===== src/sv/ttrc_pkg.sv =====
`timescale 1ns / 1ps

package ttrc_pkg;

    localparam logic [16:0] MODULUS      = 17'd65535;
    localparam logic [16:0] WRAP_BASE    = 17'h10000;
    localparam logic [15:0] FIRST_OFFSET = 16'd7;
    localparam logic [15:0] TERM_RESET   = 16'd1;
    localparam logic [7:0]  COEF_A       = 8'd17;
    localparam logic [7:0]  COEF_B       = 8'd31;
    localparam logic [7:0]  POS_FIRST    = 8'd1;

    typedef struct packed {
        logic [7:0] data_byte;
        logic       last_byte;
    } t_beat;

    typedef struct packed {
        logic emit;
        logic awaiting_first;
    } t_core_stat;

    // fold a 25-bit magnitude modulo 65535
    function automatic logic [15:0] fold_mod(input logic [24:0] mag);
        logic [16:0] s;
        logic [16:0] r;
        s = {8'b0, mag[24:16]} + {1'b0, mag[15:0]};
        r = (s >= MODULUS) ? (s - MODULUS) : s;
        return r[15:0];
    endfunction

endpackage


===== src/sv/ttrc_in_stage.sv =====
`timescale 1ns / 1ps

module ttrc_in_stage (
    input  logic                  i_clk,
    input  logic                  i_rst_n,
    input  logic                  i_valid,
    output logic                  o_ready,
    input  ttrc_pkg::t_beat       i_beat,
    output logic                  o_valid,
    output ttrc_pkg::t_beat       o_beat,
    input  logic                  i_take
);

    logic            r_valid;
    ttrc_pkg::t_beat r_beat;

    assign o_ready = !r_valid || i_take;
    assign o_valid = r_valid;
    assign o_beat  = r_beat;

    always_ff @(posedge i_clk) begin
        if (!i_rst_n) begin
            r_valid <= 1'b0;
        end else if (i_valid && o_ready) begin
            r_valid <= 1'b1;
        end else if (i_take) begin
            r_valid <= 1'b0;
        end
    end

    always_ff @(posedge i_clk) begin
        if (i_valid && o_ready) begin
            r_beat <= i_beat;
        end
    end

endmodule


===== src/sv/ttrc_core.sv =====
`timescale 1ns / 1ps

module ttrc_core (
    input  logic                   i_clk,
    input  logic                   i_rst_n,
    input  logic                   i_take,
    input  ttrc_pkg::t_beat        i_beat,
    output logic [15:0]            o_checksum,
    output ttrc_pkg::t_core_stat   o_stat
);

    logic [15:0] r_older;
    logic [15:0] r_newer;
    logic [7:0]  r_pos;
    logic        r_awaiting;

    logic [15:0] n_older;
    logic [15:0] n_newer;
    logic [7:0]  n_pos;

    logic [7:0]  coef_a;
    logic [7:0]  coef_b;
    logic [8:0]  factor_a;
    logic [24:0] plus;
    logic [24:0] minus;
    logic        neg;
    logic [24:0] mag;
    logic [15:0] rem;
    logic [16:0] wrap_val;
    logic [15:0] term;

    always_comb begin
        coef_a   = r_pos * ttrc_pkg::COEF_A;
        coef_b   = r_pos * ttrc_pkg::COEF_B;
        factor_a = {1'b0, i_beat.data_byte} + {1'b0, coef_a};
        plus     = {16'b0, factor_a} * {9'b0, r_newer};
        minus    = {17'b0, coef_b} * {9'b0, r_older};
        neg      = plus < minus;
        mag      = neg ? (minus - plus) : (plus - minus);
        rem      = ttrc_pkg::fold_mod(mag);
        wrap_val = ttrc_pkg::WRAP_BASE - {1'b0, rem};
        // negative difference: result is (1 - rem) mod 65535
        if (!neg) begin
            term = rem;
        end else if (rem == 16'd0) begin
            term = 16'd1;
        end else if (rem == 16'd1) begin
            term = 16'd0;
        end else begin
            term = wrap_val[15:0];
        end

        if (r_awaiting) begin
            n_older = ttrc_pkg::TERM_RESET;
            n_newer = {8'b0, i_beat.data_byte} + ttrc_pkg::FIRST_OFFSET;
            n_pos   = ttrc_pkg::POS_FIRST;
        end else begin
            n_older = r_newer;
            n_newer = term;
            n_pos   = r_pos + 8'd1;
        end
    end

    assign o_checksum            = n_newer;
    assign o_stat.emit           = i_take && i_beat.last_byte;
    assign o_stat.awaiting_first = r_awaiting;

    always_ff @(posedge i_clk) begin
        if (!i_rst_n) begin
            r_older    <= ttrc_pkg::TERM_RESET;
            r_newer    <= ttrc_pkg::TERM_RESET;
            r_pos      <= 8'd0;
            r_awaiting <= 1'b1;
        end else if (i_take) begin
            if (i_beat.last_byte) begin
                r_older    <= ttrc_pkg::TERM_RESET;
                r_newer    <= ttrc_pkg::TERM_RESET;
                r_pos      <= 8'd0;
                r_awaiting <= 1'b1;
            end else begin
                r_older    <= n_older;
                r_newer    <= n_newer;
                r_pos      <= n_pos;
                r_awaiting <= 1'b0;
            end
        end
    end

endmodule


===== src/sv/ttrc_out_stage.sv =====
`timescale 1ns / 1ps

module ttrc_out_stage (
    input  logic        i_clk,
    input  logic        i_rst_n,
    input  logic        i_load,
    input  logic [15:0] i_data,
    output logic        o_free,
    output logic        o_valid,
    input  logic        i_ready,
    output logic [15:0] o_data
);

    logic        r_valid;
    logic [15:0] r_data;

    assign o_free  = !r_valid || i_ready;
    assign o_valid = r_valid;
    assign o_data  = r_data;

    always_ff @(posedge i_clk) begin
        if (!i_rst_n) begin
            r_valid <= 1'b0;
        end else if (i_load) begin
            r_valid <= 1'b1;
        end else if (i_ready) begin
            r_valid <= 1'b0;
        end
    end

    always_ff @(posedge i_clk) begin
        if (i_load) begin
            r_data <= i_data;
        end
    end

endmodule


===== src/sv/three_term_recurrence_checksum_top.sv =====
`timescale 1ns / 1ps
// Channel   Dir  Beat                          Accepted when
// s_axis    in   data_byte (tdata), last_byte  i_s_axis_tvalid && o_s_axis_tready
//                (tlast)
// m_axis    out  checksum (tdata)              o_m_axis_tvalid && i_m_axis_tready
//
// One byte per cycle while s_axis is not held; a byte is registered in the input
// stage and updates the recurrence at the edge that takes it from there, through
// the two small multiplies and the mod-65535 fold in the core. The checksum is
// loaded into the output register at that same edge. Reset is synchronous, active
// low, and returns the recurrence to its start. A stalled m_axis only holds s_axis
// when the waiting byte is a last byte and the output register is full.

module three_term_recurrence_checksum_top (
    input  logic        i_clk,
    input  logic        i_rst_n,
    input  logic        i_s_axis_tvalid,
    output logic        o_s_axis_tready,
    input  logic [7:0]  i_s_axis_tdata,   // [7:0] data_byte
    input  logic        i_s_axis_tlast,
    output logic        o_m_axis_tvalid,
    input  logic        i_m_axis_tready,
    output logic [15:0] o_m_axis_tdata    // [15:0] checksum
);

    ttrc_pkg::t_beat      in_beat;
    ttrc_pkg::t_beat      held_beat;
    ttrc_pkg::t_core_stat core_stat;
    logic                 held_valid;
    logic                 out_free;
    logic                 take;
    logic [15:0]          checksum;

    assign in_beat.data_byte = i_s_axis_tdata;
    assign in_beat.last_byte = i_s_axis_tlast;
    assign take = held_valid && (!held_beat.last_byte || out_free);

    ttrc_in_stage u_in (
        .i_clk   (i_clk),
        .i_rst_n (i_rst_n),
        .i_valid (i_s_axis_tvalid),
        .o_ready (o_s_axis_tready),
        .i_beat  (in_beat),
        .o_valid (held_valid),
        .o_beat  (held_beat),
        .i_take  (take)
    );

    ttrc_core u_core (
        .i_clk      (i_clk),
        .i_rst_n    (i_rst_n),
        .i_take     (take),
        .i_beat     (held_beat),
        .o_checksum (checksum),
        .o_stat     (core_stat)
    );

    ttrc_out_stage u_out (
        .i_clk   (i_clk),
        .i_rst_n (i_rst_n),
        .i_load  (core_stat.emit),
        .i_data  (checksum),
        .o_free  (out_free),
        .o_valid (o_m_axis_tvalid),
        .i_ready (i_m_axis_tready),
        .o_data  (o_m_axis_tdata)
    );

    a_sum_range: assert property (@(posedge i_clk) disable iff (!i_rst_n)
        o_m_axis_tvalid |-> o_m_axis_tdata != 16'hFFFF)
        else $error("checksum out of range");

    a_emit_restarts: assert property (@(posedge i_clk) disable iff (!i_rst_n)
        core_stat.emit |=> core_stat.awaiting_first)
        else $error("packet state not cleared after last byte");

    a_emit_room: assert property (@(posedge i_clk) disable iff (!i_rst_n)
        core_stat.emit |-> out_free)
        else $error("checksum loaded into a full output register");

    a_emit_shows: assert property (@(posedge i_clk) disable iff (!i_rst_n)
        core_stat.emit |=> o_m_axis_tvalid)
        else $error("checksum lost");

endmodule


===== config.mk =====
export PLATFORM = sky130hd
export DESIGN_NAME = three_term_recurrence_checksum_top
export DESIGN_NICKNAME = d
export VERILOG_FILES = /design/src/sv/ttrc_pkg.sv /design/src/sv/ttrc_in_stage.sv /design/src/sv/ttrc_core.sv /design/src/sv/ttrc_out_stage.sv /design/src/sv/three_term_recurrence_checksum_top.sv
export SDC_FILE = /design/constraint.sdc
export NUM_CORES = 1
export LEC_CHECK = 0
export CAP_MARGIN = 20
export CELL_PAD_IN_SITES_DETAIL_PLACEMENT = 0
export CELL_PAD_IN_SITES_GLOBAL_PLACEMENT = 2
export CORE_UTILIZATION = 45
export CTS_BUF_LIST = sky130_fd_sc_hd__clkbuf_2 sky130_fd_sc_hd__clkbuf_4 sky130_fd_sc_hd__clkbuf_8
export DETAILED_ROUTE_END_ITERATION = 10
export DONT_BUFFER_PORTS = 1
export PLACE_DENSITY = 0.95
export SETUP_SLACK_MARGIN = 0.05
export SLEW_MARGIN = 20
export SYNTH_ARGS = -nofsm -noshare
export SYNTH_HDL_FRONTEND = slang
export SYNTH_HIERARCHICAL = 1
export SYNTH_SLANG_ARGS = --single-unit

===== constraint.sdc =====
create_clock -name i_clk -period 33.8 [get_ports i_clk]
set_clock_uncertainty 0.05 [all_clocks]
set_input_delay 6.76 -clock i_clk [delete_from_list [all_inputs] [get_ports i_clk]]
set_output_delay 6.76 -clock i_clk [all_outputs]
set_load 0.01 [all_outputs]

==> key figures <==
Run status
  – Outcome: complete, no violations

STA
  – Fmax: 55.7 MHz
  – Slew Limit Fails: 0
  – Setup TNS: 0 ns
  – Min Tclk post-route: 17.94 ns
  – Fin crit share: 53.1%
  – Setup violators final: 0
  – Worst slew pin tran: 1.06 ns
  – RSZ-0062 raised after global routing: no
  – Final Hold Violating Endpoints: 0
  – Slew margin rel.: 28.9%

Synthesis
  – Post-synthesis cell count: 1993
  – Ys Warns: 6
  – Syn Area/Cell: 8.25 um2
  – Syn nets: 2378
  – Mapped cell area: 16400 um2

Setup path
  – WS Path Type: reg -> reg
  – Critical path buffer and inverter count: 4
  – CP Capture Type: flip-flop
  – Worst EP arrival: 17.98 ns
  – CP Launch Type: flip-flop
  – Worst Path Required: 33.84 ns
  – Crit path max-delay family: compound AO/OA/AOI/OAI gates
  – CP max stage cell: dfxtp_1
  – CP Max Fanout: 42
  – Max stage delay on crit path: 0.94 ns

Finish
  – Most frequent cells in the layout: inv_1 (310), nand2_1 (204), fa_1 (198), ha_1 (174), and2_1 (142)
  – # diodes: 0
  – P&R area growth vs syn: 3.58%
  – Filler cells: 3571
  – Commonest non-fill, non-tap cell in the layout: inv_1
  – Fraction of layout cells with a size suffix above 1: 3.86%
  – Layout Nets: 2322

Clocking
  – H-tree lvl count: 3
  – Clock-pin slew on the worst setup and hold paths: 0.09 ns
  – Post-CTS sizing: 0
  – CTS tree: built
  – Hold-fix buffers at CTS: 0
  – Total CTS buffers: 9
  – CTS root buffer: clkbuf_8
  – Clk_lat worst skew: 0.38 ns
  – # Post-CTS Setup Buffers: 0
  – Max clock buf depth: 2
  – Clock sink total: 68

Global route
  – GRT overflow: 0
  – GRT Total Usage: 25.9%
  – Global-route wire length before repair: 74.7 mm
  – Pin count of the biggest net entering global routing: 43
  – Vias in the first global route: 13500
  – Initial antenna violation count: 0

Floorplan
  – Starting density of the core: 46.0%
  – Core area: 35700 um2
  – Cell Rows: 69
  – Die height: 193 um
  – Die Span X: 193 um
  – Die area: 37300 um2
  – # IOs: 31

Placement
  – HPWL Detailed: 38.4 mm
  – Routability Congestion: 0.917
  – I/O Buffers: 0

Detailed routing
  – DR pass1 iterations: 7
  – Via/cell ratio: 5.67
  – Final WL: 46.8 mm
  – Drt wl/cell: 19.5 um
  – Via count: 13600
  – 1st-iter DRT viols: 1052
  – Final ANT Viol Nets: 0
  – DRC violations left: 0

Worst hold path
  – HP Class: reg -> reg

Job
  – Total of max-cap violations: 0
[area by class of cell]
type                       instances  area (um2)  share of cell area (%)
multi-input combinational       1532       13400                    78.4
sequential                        68        1610                    9.46
inverter                         312        1170                    6.87
tap                              461         577                    3.39
clock buffer                       9         124                   0.727
timing repair buffer              14         105                   0.617
clock inverter                     7        98.8                   0.580
[final timing paths]
| check | startpoint | endpoint | cells past startpoint | slack, ns |
|---|---|---|---|---|
| setup / recovery | u_core/r_pos[0]$_SDFFE_PN0P_ | u_out/o_data[4]$_DFFE_PP_ | 56 | 15.86 |
| hold / removal | u_in/o_valid$_SDFFE_PN0P_ | u_in/o_valid$_SDFFE_PN0P_ | 2 | 0.48 |
| setup reg to reg | u_core/r_pos[0]$_SDFFE_PN0P_ | u_out/o_data[4]$_DFFE_PP_ | 56 | 15.86 |
| hold reg to reg | u_in/o_valid$_SDFFE_PN0P_ | u_in/o_valid$_SDFFE_PN0P_ | 2 | 0.48 |
[flip-flops by register name, summed over array words and instances (netlist names)]
register and flops:
u_in/o_valid 1, u_in/o_beat 9, u_core/r_older 16, u_core/r_newer 16, u_out/o_data 16, u_core/r_awaiting 1, u_core/r_pos 8, u_out/o_valid 1
[through the flow]
step	hold slack [ns]	worst slack [ns]	std cells	utilization, %	instance area, um2
2_1_floorplan	0.422	18.43	1993	-	16400
3_3_place_gp	0.462	16.47	2387	47.0	16800
3_5_place_dp	0.469	15.94	2387	47.0	16800
4_1_cts	0.483	15.86	2403	47.7	17000
5_1_grt	0.506	14.53	2403	47.7	17000
6_report	0.481	15.86	2403	47.7	17000
[per-layer routing]
| layer | wire, um | global-route usage (%) | vias up |
|---|---|---|---|
| met1 | 21800 | 37.0 | 6764 |
| met4 | 861 | 5.77 | 0 |
| li1 | - | - | 6445 |
| met5 | 0 | 0 | - |
| met3 | 2550 | 3.20 | 42 |
| met2 | 21600 | 41.6 | 362 |
[worst register-to-register path, delay by kind of cell, from the launching register on]
| kind | cells | cell delay, ns |
|---|---|---|
| compound gates | 25 | 6.48 |
| fa+ha+maj | 12 | 5.25 |
| simple gates | 10 | 3.27 |
| flops | 1 | 0.94 |
| xor+xnor | 4 | 0.91 |
| buf+inv | 4 | 0.42 |
| mux | 1 | 0.32 |
Power is left out: the tool's default activity adds up to more than one toggle a clock period on the data nets, which glitch-free logic cannot reach.
